[src/design/hti_pkg.sv]
// Shared types and constants of the height interpolator.
// No dependencies; imported by every module of the block.
package hti_pkg;

	localparam int GRID_MAX_DEFAULT = 256;
	localparam int QUEUE_DEPTH      = 4;

	localparam logic [8:0]  GRID_SIZE_RESET    = 9'd256;
	localparam logic [15:0] HEIGHT_SCALE_RESET = 16'd256;

	// ceil(2^32 / 255): exact floor(m / 255) for any m below 2^24
	localparam logic [24:0] RECIP_255 = 25'd16843010;

	typedef enum logic {
		FUNC_WRITE = 1'b0,
		FUNC_QUERY = 1'b1
	} hti_func_t;

	typedef enum logic {
		REG_GRID_SIZE    = 1'b0,
		REG_HEIGHT_SCALE = 1'b1
	} hti_reg_t;

	typedef struct packed {
		logic full;
		logic empty;
	} hti_qstat_t;

	// Width of one queued operation word for a given store address width.
	function automatic int hti_op_w(int aw);
		return 34 + 3 * aw;
	endfunction

endpackage

[src/design/hti_queue.sv]
// Short FIFO of classified operation words between front and back.
// Depends on hti_pkg.
module hti_queue import hti_pkg::*; #(
	parameter int W = 64
) (
	input  logic         clk,
	input  logic         arst_n,
	input  logic         push,
	input  logic [W-1:0] push_data,
	input  logic         pop,
	output logic [W-1:0] pop_data,
	output hti_qstat_t   stat
);

	localparam int PTRW = (QUEUE_DEPTH > 1) ? $clog2(QUEUE_DEPTH) : 1;
	localparam int CNTW = $clog2(QUEUE_DEPTH + 1);

	logic [W-1:0]    slot_q [QUEUE_DEPTH];
	logic [PTRW-1:0] wr_ptr_q;
	logic [PTRW-1:0] rd_ptr_q;
	logic [CNTW-1:0] count_q;

	always_ff @(posedge clk or negedge arst_n) begin
		if (!arst_n) begin
			wr_ptr_q <= '0;
			rd_ptr_q <= '0;
			count_q  <= '0;
		end else begin
			if (push) begin
				wr_ptr_q <= (wr_ptr_q == PTRW'(QUEUE_DEPTH - 1)) ? '0 : wr_ptr_q + PTRW'(1);
			end
			if (pop) begin
				rd_ptr_q <= (rd_ptr_q == PTRW'(QUEUE_DEPTH - 1)) ? '0 : rd_ptr_q + PTRW'(1);
			end
			case ({push, pop})
				2'b10:   count_q <= count_q + CNTW'(1);
				2'b01:   count_q <= count_q - CNTW'(1);
				default: count_q <= count_q;
			endcase
		end
	end

	always_ff @(posedge clk) begin
		if (push) begin
			slot_q[wr_ptr_q] <= push_data;
		end
	end

	assign pop_data   = slot_q[rd_ptr_q];
	assign stat.full  = (count_q == CNTW'(QUEUE_DEPTH));
	assign stat.empty = (count_q == '0);

endmodule

[config.mk]
export PLATFORM = sky130hd
export DESIGN_NAME = hti_queue
export DESIGN_NICKNAME = d
export VERILOG_FILES = /design/src/design/hti_pkg.sv /design/src/design/hti_queue.sv
export SDC_FILE = /design/constraint.sdc
export NUM_CORES = 1
export LEC_CHECK = 0
export BUFFER_PORTS_ARGS = -buffer_cell sky130_fd_sc_hd__buf_2
export CORE_ASPECT_RATIO = 1.1
export CORE_MARGIN = 8
export CORE_UTILIZATION = 35
export CTS_CLUSTER_SIZE = 12
export DETAILED_ROUTE_END_ITERATION = 8
export GPL_TIMING_DRIVEN = 0
export PLACE_DENSITY = 0.5
export SLEW_MARGIN = 25
export SYNTH_ARGS = -nofsm -noshare
export SYNTH_HDL_FRONTEND = slang
export SYNTH_SLANG_ARGS = --single-unit
[constraint.sdc]
create_clock -name clk -period 4.25 [get_ports clk]
set_input_delay 0 -clock clk [delete_from_list [all_inputs] [get_ports clk]]
set_output_delay 0 -clock clk [all_outputs]
set_load 0.03 [all_outputs]
==> results of run 1 <==
-- layout by cell type (no fill, tap or decap), types with 3 or more instances in the layout --
cell type / count
buf_2: 139
buf_6: 5
clkbuf_16: 29
dlygate4sd3_1: 68
buf_12: 3
and2_4: 4
clkinv_2: 3
clkbuf_1: 9
mux4_2: 64
clkinv_1: 5
ha_1: 6
inv_1: 6
edfxtp_1: 256
dfrtp_1: 7
-- power groups by stage --
| stage | Clock (uW) | Combinational (uW) | Sequential, uW |
|---|---|---|---|
| after global routing | 2320 | 3160 | 3460 |
| after global placement | 0 | 2910 | 3510 |
| after detailed placement | 0 | 2980 | 3480 |
| final | 2140 | 2930 | 3420 |
| after floorplan | 0 | 2100 | 3470 |
| after CTS | 2220 | 3040 | 3430 |
-- final cells by class --
class / count / area [um2] / share of cell area (%)
Inverter: 6 / 22.5 / 0.183
Clock inverter: 9 / 45.0 / 0.365
Multi-Input combinational cell: 89 / 1670 / 13.5
Tap cell: 357 / 447 / 3.62
Buffer: 14 / 105 / 0.852
Clock buffer: 37 / 756 / 6.12
Sequential cell: 263 / 7860 / 63.7
Timing Repair Buffer: 205 / 1430 / 11.6
-- what timing repair did --
item / 4_1_cts / 5_1_grt
endpoints found under the hold margin: 269 / 0
hold buffers: 68 / 0
resized for setup: 0 / 0
-- stage by stage --
step | hold WS [ps] | utilization, % | setup WS, ps | power [uW]
4_1_cts | 197 | 45.6 | 2040 | 8690
6_report | 226 | 45.6 | 2130 | 8500
3_5_place_dp | -153 | 40.2 | 2330 | 6470
3_3_place_gp | -163 | 39.8 | 288 | 6420
2_1_floorplan | -296 | - | 1700 | 5570
5_1_grt | 211 | 45.6 | 2000 | 8930
-- cell usage after synthesis (all sizes together) --
cell / instances
edfxtp: 256
mux4: 64
buf: 13
dfrtp: 7
ha: 6
inv: 6
and2: 4
mux2: 2
nor2: 2
o21ai: 2
xor2: 2
and3: 1
clkbuf: 1
fa: 1
mux2i: 1
nand2: 1
nor3: 1
or3: 1
xnor2: 1
-- metal layers --
metal  up-vias  track usage (%)
met4         0             3.52
met1      2390             13.6
met2       100             20.2
met5         -                0
met3        27             2.91
li1       2059                -
-- worst paths after layout --
kind | cells past startpoint | startpoint | slack (ps) | end
max in group asynchronous | 3 | arst_n | 3560 | rd_ptr_q[1]
worst min-delay path | 2 | push_data[5] | 230 | slot_q[1][5]
min in group asynchronous | 3 | arst_n | 440 | count_q[1]
worst max register to register | 4 | wr_ptr_q[0] | 2370 | slot_q[2][31]
worst max-delay path | 4 | rd_ptr_q[0] | 2130 | pop_data[25]
worst min register to register | 1 | count_q[2] | 500 | count_q[2]
-- kinds of logic (layout without fill, tap and decap cells) --
logic type               count (synthesis)  in the layout  share of synthesized area, %
XOR/XNOR                                 3              3                         0.272
AND/OR/NAND/NOR                         10             10                         0.558
flip-flops                             263            263                          81.5
buffers and inverters                   20            271                          1.32
multiplexers                            67             67                          15.3
AO/OA/AOI/OAI                            2              2                         0.104
adder cells (fa/ha/maj)                  7              7                         0.985
-- registers in the layout (all words and copies together), names as in the netlist --
name,cells
rd_ptr_q,2
wr_ptr_q,2
slot_q,256
count_q,3
==> results.toml, run 1 <==
[synth]
synth_cell_types = 21
synth_area_leaders = "edfxtp_1, mux4_2, dfrtp_1"
syn-num-nets = 447
syn_area_mm2 = 0.00965
ys_warn_count = 0
yosysTopAreaCellShare_pct = 79.7
syn_inst = 372
synth_largest_area_cell = "edfxtp_1"
ys_seq_area_share_pct = 81.5
syn_area_per_cell_um2 = 25.9
synth-seq-cells = 263

[sta]
rsz0062_at_grt = "no"
max_freq_mhz = 473
relSlewSlack_pct = 54.9
post-route-min-period_ps = 2120
drv_slew = 0
finalClockSkew_ps = 11.2
finalCritPeriodShare_pct = 49.8
hold_violations = 0
fin_setup_tns_ps = 0
setup_violations = 0
tightest_slew_ps = 676

[finish]
drive_gt1_share_pct = 40.6
synthToLayoutAreaGrowth_pct = 27.9
fill_cells = 2303
final_cells = 980
stdcell_area_mm2 = 0.0123
fin_nets = 682
n_antenna_cell = 0

[routing]
wl_met2_um = 9850
num_vias = 4576
routed.top_layer = "met4"
wl_met1_um = 7770
dr.first_iter.drc_count = 184
wl_per_cell_um = 19.5
drc = 0
ant_nets = 0
routed-wl-met3_um = 1110
dr.pass1.iters = 6
routed_wl_um = 19100
avgViaCountPerCell = 4.67

[floorplan]
die_area_mm2 = 0.0331
die_x_um = 174
rows = 63
initial_utilization_pct = 35.7
ios = 134
die_h_um = 190
core_mm2 = 0.0270

[global_route]
first_global_vias = 5192
antenna_found_initial = 0
gr-usage-all-layers_pct = 11.4
grt_max_degree = 40
grt_pass1_wl_um = 29700
grt.overflow.total = 0

[setup_path]
crit_arrival_ps = 2120
crit_required_ps = 4250
worstSetupStartpointType = "flop"
slowest_delay_ps = 530
critPathKind = "flop to primary output"
path_delay_family = "buffers and inverters"
crit_buf_inv = 3
crit_chain = "buf_6 > buf_6 > mux4_2 > buf_2"
path_max_fanout = 10
cp_slowest_cell = "mux4_2"
cp-end-kind = "primary output"
cp_common_cell = "buf_6"

[clocking]
clock_latency_ps = 520
tritoncts = "done"
cts_num_sinks = 263
htree_levels = 1
clockBufferDepth = 3
cts_setup_buffers = 0
cts_buffers = 28
clockRootBuffer = "clkbuf_16"
clkTransAtPathRegs_ps = 60

[job]
drv_cap = 0

[placed_design]
dp_cells = 866
placed_cell_area_mm2 = 0.0109
portBuffers = 133
place.gp.congestion = 0.674
dpl.hpwl_um = 11800

[pwr]
switching_share_pct = 33.3
p_seq_share_pct = 40.3
clkPwrFrac_pct = 25.2
p_switching_uw = 2830
power_frac_comb_pct = 34.5
p_leak_uw = 0.00428
ir_drop_v = 0.000358
internal-power_uw = 5670
p_per_area_mw_per_mm2 = 688

[outcome]
status = "completed"

[worst_hold_path]
hp-class = "input pin to flop"
(Power assumes the default switching activity.)
==> run 2, diff against run 1 <==
==> constraint.sdc (replaced) <==
create_clock -name clk -period 2.1 [get_ports clk]
set_input_delay 0 -clock clk [delete_from_list [all_inputs] [get_ports clk]]
set_output_delay 0 -clock clk [all_outputs]
set_load 0.03 [all_outputs]
==> run 2 against run 1 <==
  * Hold slack better by 1.2 ps
  * Critical path depth unchanged
  * Routed wire length about the same
  * Highest routed layer unchanged
  * Register-to-register slack worse by 2100 ps
  * Setup slack worse by 2000 ps
  * Global-route usage up 0.15 points
==> results.toml, run 2 (same netlist as run 1, synthesis figures left out) <==
[global_route]
first_global_vias = 5265
gr-usage-all-layers_pct = 11.6
antenna_found_initial = 1
grt_max_degree = 35
grt_pass1_wl_um = 29900
grt.overflow.total = 0

[setup_path]
crit_required_ps = 2100
cp_slowest_cell = "mux4_2"
cp_common_cell = "buf_12"
rrSetupSlack_ps = 280
cp-end-kind = "primary output"
path_max_fanout = 10
slowest_delay_ps = 540
crit_chain = "buf_12 > buf_12 > mux4_2 > buf_4"
crit_arrival_ps = 1990
rr_startpoint = "wr_ptr_q[0]"
r2r-end = "slot_q[2][43]"
worstRegToRegCells = 4
worstSetupStartpointType = "flop"
critPathKind = "flop to primary output"

[routing]
num_vias = 4568
routed_wl_um = 19100
avgViaCountPerCell = 4.64
dr.first_iter.drc_count = 135
drc = 0
wl_per_cell_um = 19.4
ant_nets = 0
dr.pass1.iters = 4

[clocking]
clock_latency_ps = 520
cts_buffers = 28
clockBufferDepth = 3
tritoncts = "done"
clkTransAtPathRegs_ps = 60
clockRootBuffer = "clkbuf_16"
htree_levels = 1
cts_num_sinks = 263

[floorplan]
initial_utilization_pct = 35.7
die_area_mm2 = 0.0331
core_mm2 = 0.0270
die_h_um = 190
rows = 63
ios = 134
die_x_um = 174

[pwr]
ir_drop_v = 0.000736
p_leak_uw = 0.00433
p_per_area_mw_per_mm2 = 1410

[finish]
final_cells = 985
layout_commonest_cell = "edfxtp_1"
fin_nets = 687
layout_common_cells = "edfxtp_1, buf_2, dlygate4sd3_1"
regMostFlops = "slot_q"
reg.largest.list = "slot_q: 256 flops, count_q: 3 flops"
fin_util_pct = 46.1
largest_reg_flops = 256
fill_cells = 2309
drive_gt1_share_pct = 41.8
synthToLayoutAreaGrowth_pct = 29.2

[sta]
setup_ws_ps = 107
rsz0062_at_grt = "yes"
drv_slew = 0
fin_setup_tns_ps = 0
finalClockSkew_ps = 7.29
setup_violations = 0
finalCritPeriodShare_pct = 94.9
relSlewSlack_pct = 62.4
tightest_slew_ps = 564
hold_violations = 0
post-route-min-period_ps = 1990
max_freq_mhz = 502

[worst_hold_path]
hp-class = "input pin to flop"
whs_endpoint = "slot_q[3][13]"
holdPathStages = 2
min-delay-start = "push_data[13]"

[placed_design]
dp_cells = 866
portBuffers = 133
dpl.hpwl_um = 11700
post-place-ws_ps = 254
place.gp.congestion = 0.692

[job]
drv_cap = 0

[outcome]
status = "completed"
-- run 2: final cells by class --
class                      count  area, um2  share of cell area (%)
timing repair buffer         210       1470                    11.8
sequential                   263       7860                    63.1
tap                          357        447                    3.58
antenna                        1       2.50                  0.0201
buffer                        14        165                    1.33
clock inverter                10       75.1                   0.602
multi-input combinational     89       1670                    13.4
inverter                       6       22.5                   0.181
clock buffer                  35        748                    6.00
-- run 2: routing by layer --
metal / vias to the layer above / routed length (um) / GRT usage (%)
met5: - / 0 / 0
met4: 0 / 345 / 3.32
met3: 24 / 955 / 2.60
met2: 101 / 9820 / 20.3
met1: 2372 / 7940 / 14.2
li1: 2071 / - / -
-- run 2: worst max path at each step --
stage / start / end / slack (ps) / cells past startpoint
finish: rd_ptr_q[0] / pop_data[60] / 110 / 4
global route: rd_ptr_q[0] / pop_data[60] / -5 / 4
CTS: rd_ptr_q[0] / pop_data[44] / 2 / 4
detailed placement: wr_ptr_q[0] / slot_q[2][38] / 250 / 4
global placement: wr_ptr_q[0] / slot_q[2][34] / -480 / 3
floorplan: wr_ptr_q[0] / slot_q[2][0] / 240 / 3
-- run 2: worst max-delay path: cells and delay by family, from the launching register on --
family   cells  cell delay (ps)
buf+inv      3              510
mux          1              540
flops        1              410
-- run 2: timing repair --
item,in CTS,in global routing
setup endpoints to repair,59,16
setup buffers,0,5
hold buffers,68,0
gates resized for setup,16,7
pin swaps,0,0
endpoints found under the hold margin,269,0
-- run 2: where the power goes --
group	leakage (uW)	total, uW	switching, uW	internal [uW]
logic	0.00150	6160	3720	2440
clock network	0.000397	4440	1830	2610
registers	0.00243	6930	205	6730
-- run 2: stage by stage --
step | area (um2) | power [uW] | hold slack, ps
finish | 12500 | 17500 | 228
global route | 12500 | 18400 | 212
CTS | 12400 | 17800 | 196
detailed placement | 10900 | 13100 | -151
global placement | 10800 | 12900 | -164
floorplan | 9650 | 11200 | -296
==> run 3, diff against run 2 <==
--- a/config.mk
+++ b/config.mk
@@ -5,7 +5,7 @@
 export SDC_FILE = /design/constraint.sdc
 export NUM_CORES = 1
 export LEC_CHECK = 0
-export BUFFER_PORTS_ARGS = -buffer_cell sky130_fd_sc_hd__buf_2
+export BUFFER_PORTS_ARGS = -buffer_cell sky130_fd_sc_hd__clkbuf_2
 export CORE_ASPECT_RATIO = 1.1
 export CORE_MARGIN = 8
 export CORE_UTILIZATION = 35
==> run 3 against run 2 <==
  * Hold slack lost 10 ps
  * First-iteration DRC count increased by 45%
  * Sequential power barely moved
  * Via count is 1.8% higher
  * Setup slack worse by 18 ps
  * Largest cell class unchanged
  * Highest routed layer unchanged
==> results.toml, run 3 (same netlist as run 1, synthesis figures left out) <==
[setup_path]
worstRegToRegCells = 4
crit_arrival_ps = 2010
rr_startpoint = "wr_ptr_q[0]"
rrSetupSlack_ps = 230
startpoint = "rd_ptr_q[0]"
crit_required_ps = 2100
cp-endpoint = "pop_data[54]"
worstSetupStartpointType = "flop"
cp-end-kind = "primary output"
path_max_fanout = 10
critPathKind = "flop to primary output"
r2r-end = "slot_q[0][34]"

[pwr]
p_leak_uw = 0.00435
p_switching_uw = 5850
p_per_area_mw_per_mm2 = 1400
clkPwrFrac_pct = 24.7
internal-power_uw = 11600
p_seq_share_pct = 39.7
ir_drop_v = 0.000809
power_frac_comb_pct = 35.6
switching_share_pct = 33.5

[finish]
regMostFlops = "slot_q"
drive_gt1_share_pct = 41.3
synthToLayoutAreaGrowth_pct = 29.1
reg.largest.list = "slot_q: 256 flops, count_q: 3 flops"
fin_nets = 688
stdcell_area_mm2 = 0.0125
layout_common_cells = "edfxtp_1, clkbuf_2, dlygate4sd3_1"
fill_cells = 2308
layout_commonest_cell = "edfxtp_1"
largest_reg_flops = 256

[sta]
max_freq_mhz = 497
finalCritPeriodShare_pct = 95.8
setup_violations = 0
hold_violations = 0
hold-worst-slack_ps = 218
post-route-min-period_ps = 2010
tightest_slew_ps = 549
relSlewSlack_pct = 63.4
finalClockSkew_ps = 27.9
drv_slew = 0
rsz0062_at_grt = "yes"

[global_route]
grt_pass1_wl_um = 30200
gr-usage-all-layers_pct = 11.7
antenna_found_initial = 1
grt_max_degree = 35
first_global_vias = 5424
grt.overflow.total = 0

[job]
drv_cap = 0

[routing]
drc = 0
dr.first_iter.drc_count = 196
num_vias = 4650
ant_nets = 0
dr.pass1.iters = 4
wl_per_cell_um = 19.6
avgViaCountPerCell = 4.70
routed_wl_um = 19400

[outcome]
status = "completed"

[floorplan]
core_mm2 = 0.0270
die_x_um = 174
die_h_um = 190
rows = 63
ios = 134
die_area_mm2 = 0.0331
initial_utilization_pct = 35.7

[placed_design]
portBuffers = 133
placed_cell_area_mm2 = 0.0109
dpl.hpwl_um = 11900
place.gp.congestion = 0.692

[worst_hold_path]
min-delay-start = "push_data[55]"
hp-class = "input pin to flop"

[clocking]
clock_latency_ps = 540
cts_buffers = 28
cts_num_sinks = 263
htree_levels = 1
clockRootBuffer = "clkbuf_16"
tritoncts = "done"
clkTransAtPathRegs_ps = 60
clockBufferDepth = 3
-- run 3: cell types whose count changed in the layout (fill, tap and decap cells not counted), sizes merged --
cell and delta:
bufinv -1, clkinv +4, clkinvlp -1, clkbuf +131
buf -128
-- run 3: worst min path at each step --
stage / to / slack, ps / cells past startpoint
detailed placement: count_q[2] / -140 / 1
global route: slot_q[2][56] / 210 / 2
CTS: slot_q[2][55] / 190 / 2
floorplan: count_q[0] / -300 / 0
global placement: count_q[2] / -160 / 1
finish: slot_q[2][55] / 220 / 2
-- run 3: timing repair --
action,CTS,global route
endpoints found under the hold margin,269,0
pin swaps,0,0
resized for setup,25,2
hold buffers,68,0
setup buffers,4,2
setup endpoints to repair,59,7
-- run 3: layer usage --
metal | GRT usage [%] | wire length (um)
met1 | 13.7 | 7830
met2 | 20.9 | 10200
met3 | 2.80 | 940
met4 | 3.65 | 407
met5 | 0 | 0
-- run 3: power by group through the flow --
stage	Combinational (uW)	Sequential, uW	Clock, uW
after global routing	6650	7010	4670
after detailed placement	6060	7050	0
after global placement	5910	7040	0
final	6220	6940	4310
after floorplan	4250	6990	0
after CTS	6410	6950	4450
-- run 3: worst max-delay path, cell delays in order, from the launching register on --
cell	delay, ps
dfrtp_2	410
buf_12	160
buf_12	160
mux4_2	520
clkbuf_4	200
-- run 3: layout make-up --
cell class | count | area (um2) | area share, %
clock inverters | 12 | 65.1 | 0.522
flip-flops and latches | 263 | 7860 | 63.1
plain buffers | 14 | 165 | 1.33
diodes | 1 | 2.50 | 0.0201
repair buffers | 211 | 1490 | 12.0
multi-input cells | 89 | 1670 | 13.4
inverters | 6 | 22.5 | 0.181
well taps | 357 | 447 | 3.59
clock buffers | 37 | 734 | 5.90
-- run 3: stage by stage --
step	cells	power [uW]	util, %	TNS (ps)	setup WS [ps]
final	990	17500	46.1	0	88.9
after global routing	990	18300	46.1	-15.2	-15.2
after detailed placement	866	13100	40.1	0	218
after CTS	987	17800	46.0	0	5.91
after global placement	862	12900	39.8	-117690	-493
after floorplan	372	11200	-	0	243
