## src/design/hti_pkg.sv

```systemverilog
// Shared types and constants of the height interpolator.
// No dependencies; imported by every module of the block.
package hti_pkg;

	localparam int GRID_MAX_DEFAULT = 256;
	localparam int QUEUE_DEPTH      = 4;

	localparam logic [8:0]  GRID_SIZE_RESET    = 9'd256;
	localparam logic [15:0] HEIGHT_SCALE_RESET = 16'd256;

	// ceil(2^32 / 255): exact floor(m / 255) for any m below 2^24
	localparam logic [24:0] RECIP_255 = 25'd16843010;

	typedef enum logic {
		FUNC_WRITE = 1'b0,
		FUNC_QUERY = 1'b1
	} hti_func_t;

	typedef enum logic {
		REG_GRID_SIZE    = 1'b0,
		REG_HEIGHT_SCALE = 1'b1
	} hti_reg_t;

	typedef struct packed {
		logic full;
		logic empty;
	} hti_qstat_t;

	// Width of one queued operation word for a given store address width.
	function automatic int hti_op_w(int aw);
		return 34 + 3 * aw;
	endfunction

endpackage

```

## src/design/hti_front.sv

```systemverilog
// Front end: takes input words, classifies writes and queries, checks range
// and forms row offsets. Depends on hti_pkg; feeds hti_queue.
module hti_front import hti_pkg::*; #(
	parameter int GRID_MAX = GRID_MAX_DEFAULT,
	parameter int AW       = $clog2(GRID_MAX * GRID_MAX),
	parameter int OP_W     = hti_op_w(AW)
) (
	input  logic            clk,
	input  logic            arst_n,
	input  logic            s_tvalid,
	output logic            s_tready,
	// sample_index[15:0], sample_value[23:16], pos_x[40:24], pos_z[57:41], zero pad
	input  logic [63:0]     s_tdata,
	// func[0]
	input  logic            s_tuser,
	input  logic [8:0]      grid_size,
	input  hti_qstat_t      qstat,
	output logic            push,
	output logic [OP_W-1:0] push_data
);

	localparam int DEPTH = GRID_MAX * GRID_MAX;
	localparam int SW    = $clog2(GRID_MAX + 1);
	localparam int EW    = (SW > 9) ? SW : 9;
	localparam int PW    = 9 + SW;

	typedef struct packed {
		logic          is_query;
		logic          in_range;
		logic [7:0]    u;
		logic [7:0]    v;
		logic [7:0]    ux;
		logic [AW-1:0] row0;
		logic [AW-1:0] row1;
		logic [AW-1:0] wr_addr;
		logic [7:0]    wr_data;
	} op_t;

	logic        v_s1;
	hti_func_t   func_s1;
	logic [15:0] idx_s1;
	logic [7:0]  val_s1;
	logic [16:0] px_s1;
	logic [16:0] pz_s1;

	logic [EW-1:0] size_e;
	logic [SW-1:0] size;
	logic [EW-1:0] xp1;
	logic [EW-1:0] zp1;
	logic [PW-1:0] prod0;
	logic [PW-1:0] prod1;
	logic          is_query;
	logic          in_range;
	logic          wr_ok;
	op_t           op;

	assign s_tready = !v_s1 || !qstat.full;

	always_ff @(posedge clk or negedge arst_n) begin
		if (!arst_n) begin
			v_s1 <= 1'b0;
		end else if (s_tready) begin
			v_s1 <= s_tvalid;
		end
	end

	always_ff @(posedge clk) begin
		if (s_tvalid && s_tready) begin
			func_s1 <= hti_func_t'(s_tuser);
			idx_s1  <= s_tdata[15:0];
			val_s1  <= s_tdata[23:16];
			px_s1   <= s_tdata[40:24];
			pz_s1   <= s_tdata[57:41];
		end
	end

	always_comb begin
		// grid sizes above the store's edge act as the edge
		size_e = (EW'(grid_size) > EW'(GRID_MAX)) ? EW'(GRID_MAX) : EW'(grid_size);
		size   = SW'(size_e);
		xp1    = EW'(px_s1[15:8]) + EW'(1);
		zp1    = EW'(pz_s1[15:8]) + EW'(1);
		// floor of a negative position is a negative cell: outside
		in_range = !px_s1[16] && !pz_s1[16] && (xp1 < size_e) && (zp1 < size_e);
		prod0 = PW'(pz_s1[15:8]) * PW'(size);
		prod1 = PW'(zp1[8:0]) * PW'(size);
		is_query = (func_s1 == FUNC_QUERY);
		wr_ok    = 32'(idx_s1) < 32'(DEPTH);

		op.is_query = is_query;
		op.in_range = in_range;
		op.u        = px_s1[7:0];
		op.v        = pz_s1[7:0];
		op.ux       = px_s1[15:8];
		op.row0     = AW'(prod0);
		op.row1     = AW'(prod1);
		op.wr_addr  = AW'(idx_s1);
		op.wr_data  = val_s1;
	end

	// writes beyond the store are dropped here
	assign push      = v_s1 && !qstat.full && (is_query || wr_ok);
	assign push_data = op;

endmodule

```

## config.mk

```make
export PLATFORM = sky130hd
export DESIGN_NAME = hti_front
export DESIGN_NICKNAME = d
export VERILOG_FILES = /design/src/design/hti_pkg.sv /design/src/design/hti_front.sv
export SDC_FILE = /design/constraint.sdc
export NUM_CORES = 1
export LEC_CHECK = 0
export ABC_CLOCK_PERIOD_IN_PS = 7900
export BUFFER_PORTS_ARGS = -buffer_cell sky130_fd_sc_hd__buf_4
export CORE_UTILIZATION = 51
export CTS_BUF_LIST = sky130_fd_sc_hd__clkbuf_16
export CTS_CLUSTER_SIZE = 10
export DETAILED_ROUTE_END_ITERATION = 8
export PLACE_DENSITY = 0.79
export SYNTH_ARGS = -nofsm -noshare
export SYNTH_HDL_FRONTEND = slang
export SYNTH_SLANG_ARGS = --single-unit
```

## constraint.sdc

```tcl
create_clock -name clk -period 7.9 [get_ports clk]
set_input_delay 1.58 -clock clk [delete_from_list [all_inputs] [get_ports clk]]
set_output_delay 1.58 -clock clk [all_outputs]
set_load 0.02 [all_outputs]
```

==> results of run 1 <==
==> timing repair <==
action | CTS | global route
setup endpoints to repair | 1 | 4
pin swaps | 0 | 2
gates resized for setup | 1 | 4
buffers inserted | 0 | 0
hold endpoints to repair | 0 | 0
==> placed cells by master (no fill, tap or decap), drive strengths merged, types with 3 or more instances in the layout <==
cell type  synthesis  routed
o21bai             3       3
a21oi             15      15
ha                91      91
nor2              42      42
inv              156     158
clkbuf            19       9
o21a               5       5
xor2               6       6
a21o               3       3
nand2b             4       4
fa                90      90
a211oi             7       7
edfxtp            59      59
and3               4       4
nand3              5       5
o21ai             17      17
xnor2             31      31
nor3               5       5
buf               27     179
a2111oi            3       3
nand2             61      61
and2              65      65
nor2b             16      16
==> layout make-up <==
type	count	area [µm²]
Fill cell	1141	4960
Sequential cell	60	1800
Tap cell	180	225
Clock inverter	7	61.3
Timing Repair Buffer	179	1400
Clock buffer	9	225
Inverter	156	586
Multi-Input combinational cell	492	4790
==> worst max-delay path by stage <==
stage / from / endpoint / slack (ns) / cells after the start
floorplan: grid_size[8] / push_data[55] / 0.17 / 18
global placement: grid_size[8] / push_data[55] / 0.13 / 18
detailed placement: grid_size[8] / push_data[55] / 0.01 / 18
CTS: grid_size[8] / push_data[55] / 0.06 / 18
global route: grid_size[8] / push_data[39] / 0.01 / 19
finish: grid_size[8] / push_data[38] / 0.23 / 18
==> metrics by stage <==
step | setup WS, ns | total power, µW
6_report | 0.231 | 1610
5_1_grt | 0.0137 | 1750
4_1_cts | 0.0634 | 1640
3_5_place_dp | 0.0108 | 1260
3_3_place_gp | 0.130 | 1240
2_1_floorplan | 0.168 | 974
==> state kept, by name, indices dropped and copies added (netlist names) <==
signal	flops
val_s1	8
idx_s1	16
v_s1	1
px_s1	17
pz_s1	17
func_s1	1
==> per-layer routing <==
metal  vias to the layer above  wire length, µm  GRT usage (%)
met5                         -                0              0
met4                         0              311           7.01
met3                        25             1300           5.81
met2                       206             7620           39.8
met1                      2673             6120           25.8
li1                       2624                -              -
==> power by group through the flow <==
stage,sequential (µW),clock [µW],combinational [µW]
final,386,367,862
after detailed placement,392,0,868
after CTS,386,377,875
after global routing,388,389,974
after global placement,391,0,851
after floorplan,393,0,580
==> critical path, cell delays in order <==
cell and delay [ns]:
buf_6 0.14, nor2b_1 0.21, buf_12 0.17, inv_1 0.13, nor2_1 0.18, fa_1 0.48, fa_1 0.52, fa_1 0.54
inv_1 0.05, fa_1 0.52, inv_1 0.04, ha_1 0.29, o21ai_0 0.08, a21oi_1 0.09, o41a_1 0.34, or4b_1 0.47
nand4_1 0.10, buf_4 0.14
==> cells by family (layout without fill, tap and decap cells) <==
family	count (synthesis)	in the layout	share of synthesized area, %
fa+ha+maj	181	181	39.6
buf+inv	202	351	11.5
compound gates	63	63	5.94
simple gates	210	210	14.2
flops	60	60	24.2
xor+xnor	37	37	4.46
mux	1	1	0.135
==> impl_metrics.toml, run 1 <==
[global_routing]
antenna_found_initial = 0
overflow = 0
grt_pass1_wl_um = 26100
grt_max_degree = 60
grt_pass1_vias = 5871
grt.total_usage_pct = 22.2

[place]
place_inst = 1067
place.gp.congestion = 0.877
io_buffers = 155
postPlaceCellArea_um2 = 8780
dp_hpwl_um = 12600

[drt]
wirelength_um = 15400
vias_per_cell = 5.10
drtPass1Iterations = 5
num_vias = 5528
wl_per_cell_um = 14.2
final_antenna_net_count = 0
drc = 0
drt_iter0_drc = 212

[hold_path]
hold_depth = 2
hold_end = "v_s1$_DFFE_PN0N_"
hp-class = "flop to flop"
hold_start = "v_s1$_DFFE_PN0N_"

[synthesis]
syn_area_um2 = 7430
syn_inst = 754
synth_common_cells = "156 x inv_1, 91 x ha_1, 90 x fa_1, 65 x and2_1, 61 x nand2_1"
yosysTopAreaCellShare_pct = 24.2
synth_ff_type = "edfxtp_1"
avgSynthCellArea_um2 = 9.86
ys_top_cells_by_area = "fa_1 24%, edfxtp_1 24%, ha_1 15%"
synth_edf_count = 59
ys_seq_area_share_pct = 24.2
synth_cell_type_count = 45
synth_most_common_cell = "inv_1"
synth_fp_nets = 1014
synthArstFlopShare_pct = 1.67
yosysWarnings = 0
synth_area_leader_cell = "fa_1"
synth_seq_cells = 60

[cells_and_area]
stdcell_area_um2 = 9080
antennaDiodeCount = 0
synthToLayoutAreaGrowth_pct = 22.2
final_cells = 1083
final_core_util_pct = 64.7
drive_gt1_share_pct = 22.5
fin_nets = 1158

[cts]
root_buffer = "clkbuf_16"
clk_latency_ns = 0.32
clockBufferDepth = 2
cts_tree = "yes"
cts_hold_buf = 0
cts_max_level = 3
cts_buffers = 9
cts.clk_slew.worst_paths_ns = 0.05
cts.sinks = 60

[setup_path]
critPathKind = "input pin to primary output"
critPathCaptureType = "primary output"
cp_max_fo = 15
rr_startpoint = "v_s1$_DFFE_PN0N_"
cp-start-kind = "input pin"
r2r.worst_path.cells = 3
worstReg2RegEnd = "idx_s1[4]$_DFFE_PP_"
worst_ep_arrival_time_ns = 6.09
reg2reg_slack_ns = 6.31
cp_data_required_time_ns = 6.32

[timing]
final.period_utilization_pct = 97.1
min_period_ns = 7.67
rsz0062_at_grt = "no"
max_freq_mhz = 130
finalHoldViolations = 0
max_slew_margin_pct = 52.8
whs_ns = 0.552
fin_setup_tns_ns = 0
setup_violations = 0
finClkSkew_ns = 0.00268
drv_slew = 0
worst_pin_slew_ns = 0.708

[power]
ir_drop_v = 0.000182
clockPowerShare_pct = 22.7
combPwrFrac_pct = 53.4
cellPowerDensity_nw_per_um2 = 178
pwr-share-seq_pct = 23.9
switchingPower_uw = 613
p_int_uw = 1000
power.leakage_uw = 0.00455
switching_share_pct = 38.0

[floorplan]
die_width_um = 123
initial_core_util_pct = 52.9
die_h_um = 123
placementRows = 43
design.core.area_um2 = 14000
num_io_pins = 163
dieArea_um2 = 15100

[run]
drv_cap = 0

[outcome]
status = "finished, final reports clean"
Note: power is estimated with default switching activity, not from simulation.
==> run 2: changes to the inputs <==
Settings changed: CORE_UTILIZATION 51 to 35, PLACE_DENSITY 0.79 to not set, REMOVE_ABC_BUFFERS set to 1.
==> run 2 against run 1 <==
Sequential power hardly changed. Largest power group unchanged. Routed wire length is 8.3% higher. Clock skew is 0.0031 ns higher.
==> impl_metrics.toml, run 2 (synthesis gave the netlist of run 1 again) <==
[outcome]
status = "finished, final reports clean"

[run]
drv_cap = 0

[cells_and_area]
stdcell_area_um2 = 9290
fin_nets = 1167
layout_commonest_cell = "buf_4"
layout_common_cells = "182 x buf_4, 155 x inv_1, 91 x ha_1, 90 x fa_1, 64 x and2_1"
drive_gt1_share_pct = 24.7
synthToLayoutAreaGrowth_pct = 25.0
antennaDiodeCount = 0
top_regs = "px_s1 (17), pz_s1 (17), idx_s1 (16)"

[timing]
setup_violations = 0
finClkSkew_ns = 0.00574
max_freq_mhz = 131
timing.final.ws_setup_ns = 0.287
drv_slew = 0
worst_pin_slew_ns = 0.751
finalHoldViolations = 0
min_period_ns = 7.61
rsz0062_at_grt = "no"
final.period_utilization_pct = 96.4
fin_setup_tns_ns = 0
max_slew_margin_pct = 49.9

[cts]
cts.sinks = 60
cts_tree = "yes"
root_buffer = "clkbuf_16"
cts_buffers = 9
clockBufferDepth = 2
clk_latency_ns = 0.32
cts_max_level = 3
cts.clk_slew.worst_paths_ns = 0.05
cts_hold_buf = 0

[global_routing]
grt_max_degree = 60
grtUsageMet2_pct = 26.6
antenna_found_initial = 0
grt_pass1_wl_um = 27600
grt.total_usage_pct = 16.1
top_usage_layer = "met2"
grt_use_met1_pct = 20.2
grt_pass1_vias = 5679
grt.met3_usage_pct = 5.22
overflow = 0

[floorplan]
dieArea_um2 = 21800
num_io_pins = 163
placementRows = 52
die_h_um = 148
design.core.area_um2 = 20500
die_width_um = 148
initial_core_util_pct = 36.3

[drt]
wirelength_um = 16600
drt_iter0_drc = 188
final_antenna_net_count = 0
wl_per_cell_um = 14.1
drtPass1Iterations = 4
drc = 0
vias_per_cell = 4.58
num_vias = 5417

[setup_path]
critPathKind = "input pin to primary output"
cp_max_fo = 15
cp-start-kind = "input pin"
worst_ep_arrival_time_ns = 6.03
critPathCaptureType = "primary output"
cp_data_required_time_ns = 6.32

[place]
io_buffers = 155
dp_hpwl_um = 13700
place.gp.congestion = 0.831
postPlaceCellArea_um2 = 8890
dpl_worst_slack_ns = 0.0656

[power]
cellPowerDensity_nw_per_um2 = 174
ir_drop_v = 0.000224
power.leakage_uw = 0.00460

[hold_path]
hp-class = "flop to flop"
[run 2: changes by cell type in the layout (fill, tap and decap cells not counted), moves of 2 or more]
cell | before | now
nor2b_2 | 2 | 4
buf_6 | 1 | 4
clkinvlp_4 | 2 | 5
buf_12 | 4 | 1
o21ai_0 | 14 | 12
inv_1 | 158 | 155
nor2b_4 | 0 | 3
buf_4 | 174 | 182
nor2b_1 | 14 | 9
[run 2: timing repair]
action	4_1_cts	5_1_grt
buffers inserted	0	4
resized for setup	0	24
endpoints found under the hold margin	0	0
setup endpoints to repair	0	4
[run 2: layout make-up]
class | count | area (µm²)
sequential | 60 | 1800
clock buffer | 9 | 225
clock inverter | 7 | 52.6
tap | 270 | 338
fill | 2019 | 11200
timing repair buffer | 188 | 1440
multi-input combinational | 492 | 4850
inverter | 156 | 589
[run 2: path summary, 6_finish.rpt]
kind | startpoint | to | slack [ns] | cells after the start
worst min register to register | v_s1$_DFFE_PN0N_ | v_s1$_DFFE_PN0N_ | 0.53 | 2
worst max-delay path | grid_size[8] | push_data[38] | 0.29 | 18
worst min-delay path | v_s1$_DFFE_PN0N_ | v_s1$_DFFE_PN0N_ | 0.53 | 2
min in group asynchronous | arst_n | v_s1$_DFFE_PN0N_ | 1.02 | 1
worst max register to register | v_s1$_DFFE_PN0N_ | pz_s1[12]$_DFFE_PP_ | 6.28 | 3
max in group asynchronous | arst_n | v_s1$_DFFE_PN0N_ | 6.80 | 1
[run 2: critical path, stage by stage]
cell and delay (ns):
buf_6 0.15, nor2b_4 0.16, buf_6 0.16, clkinvlp_4 0.14
nor2_1 0.15, fa_1 0.46, fa_1 0.52, fa_1 0.54
inv_1 0.05, fa_1 0.53, inv_1 0.04, ha_1 0.29
o21ai_0 0.08, a21oi_1 0.09, o41a_1 0.37, or4b_1 0.47
nand4_1 0.10, buf_4 0.14
[run 2: where the power goes]
group	switching, µW	internal, µW
clock network	142	213
registers	13.7	372
logic	485	391
total	640	976
[run 2: stage by stage]
step           utilization [%]  power [µW]  hold slack [ns]  std cells
2_1_floorplan                -         961            0.614        708
3_3_place_gp              43.4        1260            0.518       1161
3_5_place_dp              43.4        1270            0.519       1161
4_1_cts                   44.7        1630            0.535       1177
5_1_grt                   45.3        1760            0.583       1182
6_report                  45.3        1620            0.534       1182
[run 2: layer usage]
layer	up-vias	share of wire, %
li1	2644	-
met1	2590	43
met2	171	47
met3	12	9.1
met4	0	1.2
met5	-	0
==> run 3: changes to the inputs <==
Settings changed: MAX_ROUTING_LAYER set to met4.
==> run 3 against run 2 <==
Core utilization is the same. Largest power group unchanged. Hold slack gained 0.0018 ns. Power grew 0.17%. Highest routed layer unchanged. Fmax is essentially flat.
==> impl_metrics.toml, run 3 (synthesis gave the netlist of run 1 again) <==
[setup_path]
critPathCaptureType = "primary output"
critPathLaunch = "grid_size[8]"
reg2reg_slack_ns = 6.28
cp-start-kind = "input pin"
worst_ep_arrival_time_ns = 6.04
worstReg2RegEnd = "pz_s1[12]$_DFFE_PP_"
rr_startpoint = "v_s1$_DFFE_PN0N_"
worstSetupEndpoint = "push_data[38]"
cp_max_fo = 15
r2r.worst_path.cells = 3
cp_data_required_time_ns = 6.32
critPathKind = "input pin to primary output"

[power]
pwr-share-seq_pct = 23.8
power.leakage_uw = 0.00460
clockPowerShare_pct = 22.0
switching_share_pct = 39.7
p_int_uw = 976
cellPowerDensity_nw_per_um2 = 174
switchingPower_uw = 643
ir_drop_v = 0.000223
combPwrFrac_pct = 54.2

[cells_and_area]
drive_gt1_share_pct = 24.7
layout_common_cells = "182 x buf_4, 155 x inv_1, 91 x ha_1, 90 x fa_1, 64 x and2_1"
top_regs = "px_s1 (17), pz_s1 (17), idx_s1 (16)"
fin_nets = 1167
final_core_util_pct = 45.3
synthToLayoutAreaGrowth_pct = 25.0
layout_commonest_cell = "buf_4"
fill_cells = 2019
antennaDiodeCount = 0

[timing]
setup_violations = 0
finalHoldViolations = 0
min_period_ns = 7.62
whs_ns = 0.536
max_slew_margin_pct = 50.4
finClkSkew_ns = 0.00589
final.period_utilization_pct = 96.5
max_freq_mhz = 131
worst_pin_slew_ns = 0.745
drv_slew = 0
rsz0062_at_grt = "no"
fin_setup_tns_ns = 0

[global_routing]
overflow = 0
antenna_found_initial = 0
grt.total_usage_pct = 16.6
grt_pass1_vias = 5688
grt_pass1_wl_um = 27500
grt_max_degree = 60

[drt]
wirelength_um = 16700
drc = 0
wl_per_cell_um = 14.1
drtPass1Iterations = 4
drt_iter0_drc = 174
vias_per_cell = 4.60
num_vias = 5439
final_antenna_net_count = 0

[outcome]
status = "finished, final reports clean"

[cts]
clockBufferDepth = 2
cts.sinks = 60
cts.clk_slew.worst_paths_ns = 0.05
root_buffer = "clkbuf_16"
cts_max_level = 3
cts_buffers = 9
cts_hold_buf = 0
clk_latency_ns = 0.32
cts_tree = "yes"

[place]
dp_hpwl_um = 13700
place.gp.congestion = 0.844
io_buffers = 155

[hold_path]
hp-class = "flop to flop"

[floorplan]
design.core.area_um2 = 20500
initial_core_util_pct = 36.3
dieArea_um2 = 21800
num_io_pins = 163
die_h_um = 148
placementRows = 52
die_width_um = 148

[run]
drv_cap = 0
run 3: cell counts in the layout (fill, tap and decap cells not counted):
No cell type changed its count.
run 3: metrics by stage:
step,instances,worst slack (ns),total power (µW),instance area [µm²]
floorplan,708,0.225,961,7160
global placement,1161,0.113,1260,8890
detailed placement,1161,0.0656,1270,8890
CTS,1177,0.0546,1630,9170
global route,1182,0.0223,1760,9290
finish,1182,0.280,1620,9290
run 3: worst max-delay path, cell delays in order:
cell        delay [ns]
buf_6             0.16
nor2b_4           0.16
buf_6             0.16
clkinvlp_4        0.14
nor2_1            0.15
fa_1              0.46
fa_1              0.52
fa_1              0.54
inv_1             0.05
fa_1              0.53
inv_1             0.04
ha_1              0.29
o21ai_0           0.08
a21oi_1           0.09
o41a_1            0.37
or4b_1            0.47
nand4_1           0.10
buf_4             0.14
run 3: power groups by stage:
stage	Sequential (µW)	Clock (µW)	Combinational (µW)
after floorplan	406	0	554
after global placement	392	0	867
after detailed placement	392	0	873
after CTS	386	364	880
after global routing	388	377	992
final	386	356	877
run 3: worst min-delay path by stage:
stage / startpoint / end / cells past startpoint
detailed placement: v_s1$_DFFE_PN0N_ / v_s1$_DFFE_PN0N_ / 2
global route: v_s1$_DFFE_PN0N_ / v_s1$_DFFE_PN0N_ / 2
floorplan: v_s1$_DFFE_PN0N_ / v_s1$_DFFE_PN0N_ / 2
finish: v_s1$_DFFE_PN0N_ / v_s1$_DFFE_PN0N_ / 2
CTS: v_s1$_DFFE_PN0N_ / v_s1$_DFFE_PN0N_ / 2
global placement: v_s1$_DFFE_PN0N_ / v_s1$_DFFE_PN0N_ / 2
run 3: final cells by class:
type / instances / area [µm²] / share of cell area [%]
clock buffers: 9 / 225 / 2.42
clock inverters: 7 / 52.6 / 0.566
inverters: 156 / 589 / 6.34
multi-input cells: 492 / 4850 / 52.2
flip-flops and latches: 60 / 1800 / 19.3
well taps: 270 / 338 / 3.64
repair buffers: 188 / 1440 / 15.5
run 3: repair_timing:
item / 4_1_cts / 5_1_grt
resized for setup: 0 / 24
endpoints found under the setup margin: 0 / 4
setup buffers: 0 / 4
run 3: metal layers:
layer	wire [µm]	global-route usage (%)	vias to the layer above	share of wire [%]
met4	210	4.74	0	1.3
li1	-	-	2642	-
met5	0	-	-	0
met1	7450	21.2	2603	45
met3	1200	3.49	15	7.2
met2	7810	26.6	179	47
